`src/rtl/core/utf8v_pkg.sv`:
```
// Shared types, constants and decode helpers for the UTF-8 stream validator.
`timescale 1ns / 1ps

package utf8v_pkg;

    localparam int COUNT_WIDTH_DEF = 32;
    localparam int OUT_COUNT_W     = 32;

    localparam logic [7:0] LEAD_C0 = 8'hC0;
    localparam logic [7:0] LEAD_C1 = 8'hC1;
    localparam logic [7:0] LEAD_FE = 8'hFE;

    localparam logic [5:0] OVL_MASK_3B = 6'h20;
    localparam logic [5:0] OVL_MASK_4B = 6'h30;
    localparam logic [5:0] OVL_MASK_5B = 6'h38;
    localparam logic [5:0] OVL_MASK_6B = 6'h3C;

    typedef enum logic [2:0] {
        ERR_NONE     = 3'd0,
        ERR_STRAY    = 3'd1,
        ERR_BAD_LEAD = 3'd2,
        ERR_MISSING  = 3'd3,
        ERR_OVERLONG = 3'd4,
        ERR_TRUNC    = 3'd5
    } t_err;

    typedef struct packed {
        logic [7:0] byte_value;
        logic       is_last;
    } t_in_word;

    typedef struct packed {
        logic [2:0]             error_code;
        logic                   sequence_open;
        logic [OUT_COUNT_W-1:0] codepoint_count;
        logic                   string_done;
    } t_out_word;

    typedef struct packed {
        logic       is_cont;
        logic       bad_lead;
        logic       long_form;
        logic [2:0] cont_left;
        logic [5:0] ovl_mask;
    } t_lead;

    typedef struct packed {
        logic [2:0] expect_cnt;
        logic [5:0] ovl_mask;
        t_err       err;
    } t_state;

    function automatic logic [5:0] f_ovl_mask(input logic [2:0] cont_left);
        logic [5:0] m;
        begin
            unique case (cont_left)
                3'd2:    m = OVL_MASK_3B;
                3'd3:    m = OVL_MASK_4B;
                3'd4:    m = OVL_MASK_5B;
                3'd5:    m = OVL_MASK_6B;
                default: m = 6'h00;
            endcase
            return m;
        end
    endfunction

endpackage

```
`src/rtl/core/utf8_stream_validator.sv`:
```
// UTF-8 stream validator: input and result registers around the byte decode and state update.
// Usage:
//   Input channel i_in_valid / o_in_ready carries one word per string byte:
//   the byte and a last marker. Output channel o_out_valid / i_out_ready
//   returns one word per input word: sticky error code, open-sequence flag,
//   running code point count (saturating at COUNT_WIDTH bits, shown as 32)
//   and a done flag on the word for the last byte.
//   i_cfg_we / i_cfg_wdata write allow_long_forms; write it only when idle.
//   An accepted word is held in the input register, decoded out of it, and
//   its result is loaded into the result register.
//   Throughput: one word per cycle when the output is not stalled; the decode and update
//   between the input register and the result register are combinational.
//   Reset (synchronous, active low) empties both registers, clears the
//   decoder state and count, and sets allow_long_forms to 1.
//   A stall on the output holds the result register; the input register
//   still takes one more word, then o_in_ready drops until the result moves.
//   After a last byte all decoder state and the count return to zero.
`timescale 1ns / 1ps

module utf8_stream_validator
    import utf8v_pkg::*;
#(
    parameter int COUNT_WIDTH = COUNT_WIDTH_DEF
) (
    input  logic      i_clk,
    input  logic      i_rst_n,
    input  logic      i_in_valid,
    output logic      o_in_ready,
    input  t_in_word  i_in_word,
    output logic      o_out_valid,
    input  logic      i_out_ready,
    output t_out_word o_out_word,
    input  logic      i_cfg_we,
    input  logic      i_cfg_wdata
);

    logic                   r_in_valid;
    t_in_word               r_in_word;
    logic                   r_out_valid;
    t_out_word              r_out_word;
    logic                   r_allow_long;
    t_state                 r_state;
    logic [COUNT_WIDTH-1:0] r_count;

    t_state                 n_state;
    logic [COUNT_WIDTH-1:0] n_count;
    t_out_word              n_out_word;
    logic                   adv;

    assign adv        = r_in_valid && (!r_out_valid || i_out_ready);
    assign o_in_ready = !r_in_valid || adv;

    utf8v_step #(
        .COUNT_WIDTH (COUNT_WIDTH)
    ) u_step (
        .i_word       (r_in_word),
        .i_allow_long (r_allow_long),
        .i_state      (r_state),
        .i_count      (r_count),
        .o_state      (n_state),
        .o_count      (n_count),
        .o_result     (n_out_word)
    );

    always_ff @(posedge i_clk) begin
        if (!i_rst_n) begin
            r_in_valid   <= 1'b0;
            r_out_valid  <= 1'b0;
            r_allow_long <= 1'b1;
            r_state      <= '{expect_cnt: 3'd0, ovl_mask: 6'h00, err: ERR_NONE};
            r_count      <= '0;
        end else begin
            if (o_in_ready) begin
                r_in_valid <= i_in_valid;
            end
            if (adv) begin
                r_out_valid <= 1'b1;
                r_state     <= n_state;
                r_count     <= n_count;
            end else if (i_out_ready) begin
                r_out_valid <= 1'b0;
            end
            if (i_cfg_we) begin
                r_allow_long <= i_cfg_wdata;
            end
        end
    end

    always_ff @(posedge i_clk) begin
        if (o_in_ready && i_in_valid) begin
            r_in_word <= i_in_word;
        end
        if (adv) begin
            r_out_word <= n_out_word;
        end
    end

    assign o_out_valid = r_out_valid;
    assign o_out_word  = r_out_word;

    a_clear_after_last: assert property (@(posedge i_clk) disable iff (!i_rst_n)
        adv && r_in_word.is_last |=>
            r_state.expect_cnt == 3'd0 && r_state.err == ERR_NONE && r_count == '0)
        else $error("decoder state not cleared after last byte");

    a_mask_needs_open: assert property (@(posedge i_clk) disable iff (!i_rst_n)
        r_state.ovl_mask != 6'h00 |-> r_state.expect_cnt != 3'd0)
        else $error("overlong check pending with no open sequence");

    a_expect_range: assert property (@(posedge i_clk) disable iff (!i_rst_n)
        r_state.expect_cnt <= 3'd5)
        else $error("continuation count out of range");

    a_error_sticks: assert property (@(posedge i_clk) disable iff (!i_rst_n)
        adv && !r_in_word.is_last && r_state.err != ERR_NONE |=>
            r_state.err == $past(r_state.err))
        else $error("sticky error replaced");

    a_open_at_end_flags: assert property (@(posedge i_clk) disable iff (!i_rst_n)
        r_out_valid && r_out_word.string_done && r_out_word.sequence_open |->
            r_out_word.error_code != ERR_NONE)
        else $error("open sequence at last byte reported as ok");

endmodule

```
`src/rtl/core/utf8v_lead_decode.sv`:
```
// Lead byte decode: sequence length, reject flags and overlong mask.
`timescale 1ns / 1ps

module utf8v_lead_decode
    import utf8v_pkg::*;
(
    input  logic [7:0] i_byte,
    output t_lead      o_lead
);

    logic [2:0] cont_left;
    logic [7:0] pay_mask;
    logic       pay_zero;

    always_comb begin
        priority if (i_byte < 8'hC0) begin
            cont_left = 3'd0;
        end else if (i_byte < 8'hE0) begin
            cont_left = 3'd1;
        end else if (i_byte < 8'hF0) begin
            cont_left = 3'd2;
        end else if (i_byte < 8'hF8) begin
            cont_left = 3'd3;
        end else if (i_byte < 8'hFC) begin
            cont_left = 3'd4;
        end else if (i_byte < LEAD_FE) begin
            cont_left = 3'd5;
        end else begin
            cont_left = 3'd0;
        end
    end

    assign pay_mask = 8'h7F >> (cont_left + 3'd1);
    assign pay_zero = (i_byte & pay_mask) == 8'h00;

    always_comb begin
        o_lead.is_cont   = i_byte[7:6] == 2'b10;
        o_lead.bad_lead  = (i_byte >= LEAD_FE) || (i_byte == LEAD_C0) || (i_byte == LEAD_C1);
        o_lead.long_form = cont_left >= 3'd4;
        o_lead.cont_left = cont_left;
        o_lead.ovl_mask  = pay_zero ? f_ovl_mask(cont_left) : 6'h00;
    end

endmodule

```
`src/rtl/core/utf8v_step.sv`:
```
// Per-word state update: continuation check, lead handling, count and verdict.
`timescale 1ns / 1ps

module utf8v_step
    import utf8v_pkg::*;
#(
    parameter int COUNT_WIDTH = COUNT_WIDTH_DEF
) (
    input  t_in_word               i_word,
    input  logic                   i_allow_long,
    input  t_state                 i_state,
    input  logic [COUNT_WIDTH-1:0] i_count,
    output t_state                 o_state,
    output logic [COUNT_WIDTH-1:0] o_count,
    output t_out_word              o_result
);

    t_lead                  lead;
    t_err                   cand;
    t_err                   err;
    logic [2:0]             n_expect;
    logic [5:0]             n_mask;
    logic [COUNT_WIDTH-1:0] n_count;
    logic                   open;

    utf8v_lead_decode u_lead_decode (
        .i_byte (i_word.byte_value),
        .o_lead (lead)
    );

    always_comb begin
        cand     = ERR_NONE;
        n_mask   = 6'h00;
        n_expect = i_state.expect_cnt;
        n_count  = i_count;
        if (i_state.expect_cnt != 3'd0) begin
            n_expect = i_state.expect_cnt - 3'd1;
            priority if (!lead.is_cont) begin
                cand = ERR_MISSING;
            end else if ((i_state.ovl_mask != 6'h00) &&
                         ((i_word.byte_value[5:0] & i_state.ovl_mask) == 6'h00)) begin
                cand = ERR_OVERLONG;
            end else begin
                cand = ERR_NONE;
            end
        end else begin
            n_expect = lead.cont_left;
            n_count  = (i_count == '1) ? i_count : i_count + COUNT_WIDTH'(1);
            priority if (lead.is_cont) begin
                cand = ERR_STRAY;
            end else if (lead.bad_lead) begin
                cand = ERR_BAD_LEAD;
            end else if (lead.long_form && !i_allow_long) begin
                cand = ERR_BAD_LEAD;
            end else begin
                n_mask = lead.ovl_mask;
            end
        end
    end

    assign open = n_expect != 3'd0;

    always_comb begin
        priority if (i_state.err != ERR_NONE) begin
            err = i_state.err;
        end else if (cand != ERR_NONE) begin
            err = cand;
        end else if (i_word.is_last && open) begin
            err = ERR_TRUNC;
        end else begin
            err = ERR_NONE;
        end
    end

    always_comb begin
        o_result.error_code      = err;
        o_result.sequence_open   = open;
        o_result.codepoint_count = OUT_COUNT_W'(n_count);
        o_result.string_done     = i_word.is_last;
        if (i_word.is_last) begin
            o_state.expect_cnt = 3'd0;
            o_state.ovl_mask   = 6'h00;
            o_state.err        = ERR_NONE;
            o_count            = '0;
        end else begin
            o_state.expect_cnt = n_expect;
            o_state.ovl_mask   = n_mask;
            o_state.err        = err;
            o_count            = n_count;
        end
    end

endmodule
```
`config.mk`:
```
export PLATFORM = sky130hd
export DESIGN_NAME = utf8_stream_validator
export DESIGN_NICKNAME = d
export VERILOG_FILES = /design/src/rtl/core/utf8v_pkg.sv /design/src/rtl/core/utf8_stream_validator.sv /design/src/rtl/core/utf8v_lead_decode.sv /design/src/rtl/core/utf8v_step.sv
export SDC_FILE = /design/constraint.sdc
export NUM_CORES = 1
export LEC_CHECK = 0
export BUFFER_PORTS_ARGS = -buffer_cell sky130_fd_sc_hd__buf_2
export CORE_MARGIN = 2
export CORE_UTILIZATION = 40
export CTS_CLUSTER_SIZE = 40
export DETAILED_ROUTE_END_ITERATION = 7
export PLACE_DENSITY = 0.58
export SYNTH_ARGS = -nofsm -noshare
export SYNTH_HDL_FRONTEND = slang
export SYNTH_SLANG_ARGS = --single-unit
```
`constraint.sdc`:
```
create_clock -name i_clk -period 5.75 [get_ports i_clk]
set_input_delay 1.15 -clock i_clk [delete_from_list [all_inputs] [get_ports i_clk]]
set_output_delay 1.15 -clock i_clk [all_outputs]
set_load 0.02 [all_outputs]
```
# Word level (Yosys, flattened, before mapping)
# Cells that the tools add are included.
[classes] n_addsub=3 bitwise_logic=2 n_reduce_logical=20 magnitude_cmp=8 mux=28 shift=1 n_eq_ne=8
[op_table] cell="$mux 32" n=3
[op_table] cell="$lt 8x8->1 const B" n=6
[op_table] cell="$mux 3" n=15
[op_table] cell="$add 32x1->32 const B" n=1
[op_table] cell="$eq 32x32->1 const B" n=1
[op_table] cell="$mux 6" n=5
[op_table] cell="$pmux 6 s4" n=1
[op_table] cell="$eq 8x8->1 const B" n=2
[op_table] cell="$mux 12" n=1
[op_table] cell="$reduce_bool 3->1" n=4
[op_table] cell="$and 8x8->8" n=1
[op_table] cell="$ge 8x8->1 const B" n=1
[op_table] cell="$logic_not 8->1" n=1
[op_table] cell="$shr 7x3->8 const A" n=1
[op_table] cell="$and 6x6->6" n=1
[op_table] cell="$eq 3x2->1 const B" n=2
[op_table] cell="$eq 3x3->1 const B" n=2
[op_table] cell="$logic_not 6->1" n=1
[op_table] cell="$reduce_bool 6->1" n=1
[op_table] cell="$logic_and 1x1->1" n=5
[op_table] cell="$logic_or 1x1->1" n=4
[op_table] cell="$add 3x1->3 const B" n=1
[op_table] cell="$ge 3x3->1 const B" n=1
[op_table] cell="$logic_not 1->1" n=3
[op_table] cell="other kinds (5)" n=6
[totals] output_inout_bits=39 inputBits=15 ff_bits=93 elab_cells=83

# Logic depth before layout (Yosys ltp)
[logic_depth] ltp_word=17 depth_mapped=10 mapped_depth_nobuf=10

# Hierarchy
# Synthesis repeated with hierarchy kept, for this count alone.
[unflattened] hier_cells=534 hier_area_um2=5118.7
[by_module_without_submodules] mod="utf8_stream_validator" n_inst=1 area_each_um2=3303.2 cells_per_inst=249 seq_area_each_um2=2322.2
[by_module_without_submodules] mod="utf8v_step" n_inst=1 area_each_um2=1571.5 cells_per_inst=249 seq_area_each_um2=0.0
[by_module_without_submodules] mod="utf8v_lead_decode" n_inst=1 area_each_um2=244.0 cells_per_inst=36 seq_area_each_um2=0.0

# Worst setup path before layout
# No wires, ideal clock.
[synth_timing] kind="input-to-reg" from="in i_out_ready" to="reg r_count[13]" path_buffers=0 required_time_ns=5.676 setup_slack_ns=2.541 arrival_ns=3.135 setup_time_ns=0.074 path_stages=6 cell_sequence="nand2b_1 > nand2_1 > clkinv_1 > nor2_1 > a22oi_1 > o21ai_0"
[synth_via] elab_chain_len=2
[synth_lines] item="start, declared" line="utf8_stream_validator.sv:31" text="input logic i_out_ready,"
[synth_lines] item="$logic_or 1x1->1" line="utf8_stream_validator.sv:50" text="assign adv = r_in_valid && (!r_out_valid || i_out_ready);"
[synth_lines] item="$logic_and 1x1->1" line="utf8_stream_validator.sv:50"
[synth_lines] item="net adv" line="utf8_stream_validator.sv:48" text="logic adv;"
[synth_lines] item="end signal, assigned" line="utf8_stream_validator.sv:79" text="r_count <= n_count;"
[synth_lines] item="end, declared" line="utf8_stream_validator.sv:43" text="logic [COUNT_WIDTH-1:0] r_count;"
# The timed path passes the listed nets, and every way through them passes these cells.
# A chain may end at the register's enable or synchronous reset.

# Final worst setup path
[layout_timing] from="reg r_in_word[2] (netlist bit)" to="reg r_state[7] (netlist bit)"
[layout_via] elab_chain_len=17 elab_cells_between_ends=34 cone_classes="add/sub (1); order compare (8); eq/ne (6); shift (1); mux (13); bitwise (1); reduce/logical (4)"
[layout_lines] item="start, declared" line="utf8_stream_validator.sv:38" text="t_in_word r_in_word;"
[layout_lines] item="start signal, assigned" line="utf8_stream_validator.sv:91" text="r_in_word <= i_in_word;"
[layout_lines] item="$lt 8x8->1" line="utf8v_lead_decode.sv:26" text="end else if (i_byte < LEAD_FE) begin"
[layout_lines] item="$mux 3" line="utf8v_lead_decode.sv:26"
[layout_lines] item="$mux 3" line="utf8v_lead_decode.sv:24" text="end else if (i_byte < 8'hFC) begin"
[layout_lines] item="$mux 3" line="utf8v_lead_decode.sv:22" text="end else if (i_byte < 8'hF8) begin"
[layout_lines] item="$mux 3" line="utf8v_lead_decode.sv:20" text="end else if (i_byte < 8'hF0) begin"
[layout_lines] item="$mux 3" line="utf8v_lead_decode.sv:18" text="end else if (i_byte < 8'hE0) begin"
[layout_lines] item="$mux 3" line="utf8v_lead_decode.sv:16" text="priority if (i_byte < 8'hC0) begin"
[layout_lines] item="$add 3x1->3" line="utf8v_lead_decode.sv:33" text="assign pay_mask = 8'h7F >> (cont_left + 3'd1);"
[layout_lines] item="$shr 7x3->8" line="utf8v_lead_decode.sv:33"
[layout_lines] item="$and 8x8->8" line="utf8v_lead_decode.sv:34" text="assign pay_zero = (i_byte & pay_mask) == 8'h00;"
[layout_lines] item="$logic_not 8->1" line="utf8v_lead_decode.sv:34"
[layout_lines] item="$mux 6" line="utf8v_lead_decode.sv:41" text="o_lead.ovl_mask = pay_zero ? f_ovl_mask(cont_left) : 6'h00;"
[layout_lines] item="$mux 6" line="utf8v_step.sv:53" text="end else if (lead.long_form && !i_allow_long) begin"
[layout_lines] item="$mux 6 *" line="utf8v_step.sv:51" text="end else if (lead.bad_lead) begin"
[layout_lines] item="$mux 6 *" line="utf8v_step.sv:49" text="priority if (lead.is_cont) begin"
[layout_lines] item="$mux 6 *" line="utf8v_step.sv:36" text="if (i_state.expect_cnt != 3'd0) begin"
[layout_lines] item="$mux 12 *" line="utf8v_step.sv:80" text="if (i_word.is_last) begin"
[layout_lines] item="end signal, assigned" line="utf8_stream_validator.sv:70" text="r_state <= '{expect_cnt: 3'd0, ovl_mask: 6'h00, err: ERR_NONE};"
[layout_lines] item="end signal, assigned" line="utf8_stream_validator.sv:78" text="r_state <= n_state;"
[layout_lines] item="end, declared" line="utf8_stream_validator.sv:42" text="t_state r_state;"
# Mark *: on every way between the ends. The rest lies on a longest branch, timed or not.

==> impl_metrics.py <==
metrics = {
    "cells_and_area": {
        "nNetsFinal": 557,
        "drive_above_1_share_pct": 15.49,
        "finalInstanceArea_um2": 5420,
        "fill_cells": 1122,
        "area_growth_syn_to_layout_pct": 13.40,
        "layout.cells.non_filler": 679,
        "mostFrequentLayoutCells": "buf_2 (53), nand2_1 (51), edfxtp_1 (46)",
        "post-route-util_pct": 47.07,
        "final_common_cell": "buf_2",
        "antenna_cells": 0,
    },
    "placement": {
        "dpl.hpwl_um": 7569,
        "dp_cells": 663,
        "place.gp.congestion": 0.8405,
        "portBuffers": 53,
        "placed_cell_area_um2": 5147,
    },
    "synth": {
        "synth-main-ff-cell": "edfxtp_1",
        "synth-edff-count": 46,
        "netlist_top_cells_area": "edfxtp_1 (29%), dfxtp_1 (19%), nand2_1 (4.0%)",
        "ys_seq_elements": 91,
        "synth_top_area_share_pct": 28.90,
        "yosys_warnings": 0,
        "synth.avg_cell_area_um2": 9.814,
        "async_reset_ff_share_pct": 0,
        "synth_top_cell_by_area": "edfxtp_1",
        "syn_inst": 487,
        "synth_area_um2": 4780,
        "yosysSeqAreaShare_pct": 47.75,
        "ys_types": 65,
        "syn_nets": 513,
    },
    "status": {
        "status": "completed",
    },
    "sta": {
        "fmax_mhz": 290.0,
        "tightest_slew_ns": 1.074,
        "fin_setup_tns_ns": 0,
        "hold_violations": 0,
        "grt_setup_unrepaired": "no",
        "slew_viol_final": 0,
        "post-route-min-period_ns": 3.449,
        "slew_headroom_pct": 28.23,
        "fin_skew_ns": 0.004276,
        "setup_violations": 0,
        "finalCritPeriodShare_pct": 59.98,
    },
    "floorplan": {
        "num_rows": 39,
        "die_w_um": 113.3,
        "initial_utilization_pct": 41.50,
        "core_um2": 11520,
        "die_area_um2": 12840,
        "ioPinCount": 54,
        "die_h_um": 113.3,
    },
    "detailed_routing": {
        "drtPass1Iterations": 4,
        "vias_per_cell": 5.728,
        "wirelength_um": 11040,
        "wire_per_inst_um": 16.26,
        "drt_iter0_drc": 235,
        "vias": 3889,
        "ant_nets": 0,
        "drcViolationCount": 0,
    },
    "cts": {
        "cts_setup_buffers": 0,
        "cts_sinks": 91,
        "clkTransAtPathRegs_ns": 0.06,
        "cts_buffers": 9,
        "cts_resized": 0,
        "cts_root_buf": "clkbuf_16",
        "ctsHtreeMaxLevel": 3,
        "clockBufferDepth": 2,
        "tritoncts": "built",
        "clk_latency_ns": 0.34,
        "cts_hold_buf": 0,
    },
    "power": {
        "p_clk_share_pct": 40.1,
        "peakVddDrop_v": 0.0001549,
        "p_comb_share_pct": 7.2,
        "intPower_mw": 1.044,
        "p_leak_nw": 1.943,
        "pwr-share-seq_pct": 52.7,
        "p_sw_mw": 0.3065,
        "pwr_density_cell_nw_per_um2": 249.2,
        "switching_share_pct": 22.69,
    },
    "grt": {
        "first_global_vias": 3535,
        "grt_pass1_wl_um": 18020,
        "antenna_found_initial": 0,
        "overflow": 0,
        "grt_max_degree": 30,
        "grt_util_all_layers_pct": 17.90,
    },
    "job": {
        "maxCapViolCount": 0,
    },
    "setup_path": {
        "crit_path_start_kind": "register",
        "timing.rr.start": "r_in_word[2]",
        "arrival_ns": 3.73,
        "crit_type": "register to register",
        "critical_path_peak_fanout": 6,
        "r2r_end": "r_state[7]",
        "r2r_cells": 9,
        "r2r_setup_slack_ns": 2.30,
        "crit_required_ns": 6.03,
        "endpoint_kind": "register",
    },
    "min_path": {
        "min_path_type": "register to register",
        "min_to": "r_state[5]",
        "holdPathStages": 2,
        "min_from": "r_state[5]",
    },
}
synthesized netlist by cell type, types with 4 or more instances:
cell / number
nand2_1: 51
edfxtp_1: 46
dfxtp_1: 45
nor2_1: 34
nand3_1: 31
a21oi_1: 20
xnor2_1: 16
xor2_1: 16
a31oi_1: 15
clkbuf_1: 15
o211ai_1: 13
inv_1: 12
nor3_1: 12
ha_1: 11
nand4_1: 10
o21ai_0: 10
or3_1: 9
or4_1: 9
and2_1: 8
and3_1: 8
buf_2: 7
and4_1: 6
nand2b_1: 6
nor2b_1: 6
mux2i_1: 5
a22oi_1: 4
a41oi_1: 4
logic make-up after synthesis:
kind of cell | count (synthesis) | synth area share, %
DFF | 91 | 47.75
buffers and inverters | 39 | 3.481
AOI/OAI and AO/OA | 104 | 16.13
and+or+nand+nor | 205 | 22.85
xor gates and xnor gates | 32 | 5.864
muxes | 5 | 1.047
adders and majority gates | 11 | 2.880
cell type report:
class / instances / area [um^2] / share of cell area [%]
clock inverters: 3 / 12.51 / 0.2308
clock buffers: 13 / 260.3 / 4.801
repair buffers: 58 / 302.8 / 5.586
well taps: 143 / 178.9 / 3.301
multi-input cells: 357 / 2331 / 43.01
flip-flops and latches: 91 / 2282 / 42.11
inverters: 14 / 52.55 / 0.9695
power groups by stage:
stage          clock [mW]  sequential, mW  combinational (mW)
6_report            0.542           0.712              0.0972
5_1_grt             0.586           0.713               0.107
4_1_cts             0.563           0.712              0.0980
3_5_place_dp            0           0.726              0.0975
3_3_place_gp            0           0.725              0.0969
2_1_floorplan           0           0.740              0.0480
critical path: stages (launching register included):
cell	delay, ns
edfxtp_1	0.44
nand2b_1	0.18
a311oi_1	0.71
inv_1	0.20
ha_1	0.35
inv_1	0.04
a221o_1	0.32
a2111oi_0	0.73
o2111ai_1	0.22
a21oi_1	0.19
stage by stage:
stage | total power, mW | setup WS (ns) | hold WS, ns
final | 1.351 | 2.301 | 0.4800
after global routing | 1.406 | 1.942 | 0.4992
after global placement | 0.8217 | 2.494 | 0.4660
after CTS | 1.373 | 2.265 | 0.4800
after floorplan | 0.7878 | 2.541 | 0.4244
after detailed placement | 0.8231 | 2.272 | 0.4707
registers in the layout, summed over array words and instances, names as in the netlist:
register / count
r_in_valid: 1
o_out_word: 37
r_count: 32
r_allow_long: 1
r_in_word: 9
r_state: 10
o_out_valid: 1
layer usage:
metal / vias to the layer above / GRT usage, % / wire (um)
li1: 1932 / - / -
met1: 1831 / 23.49 / 5027
met2: 110 / 27.94 / 5098
met3: 16 / 4.446 / 694
met4: 0 / 8.130 / 222
met5: - / 0 / 0
worst max path at each step:
| stage | start | to | slack (ns) |
|---|---|---|---|
| after detailed placement | r_in_word[2] | r_state[7] | 2.27 |
| after floorplan | i_out_ready | r_count[13] | 2.54 |
| final | r_in_word[2] | r_state[7] | 2.30 |
| after global placement | r_in_word[6] | r_state[7] | 2.49 |
| after CTS | r_in_word[2] | r_state[6] | 2.26 |
| after global routing | r_in_word[2] | r_state[7] | 1.94 |
Note: power is estimated with default switching activity, not from simulation.
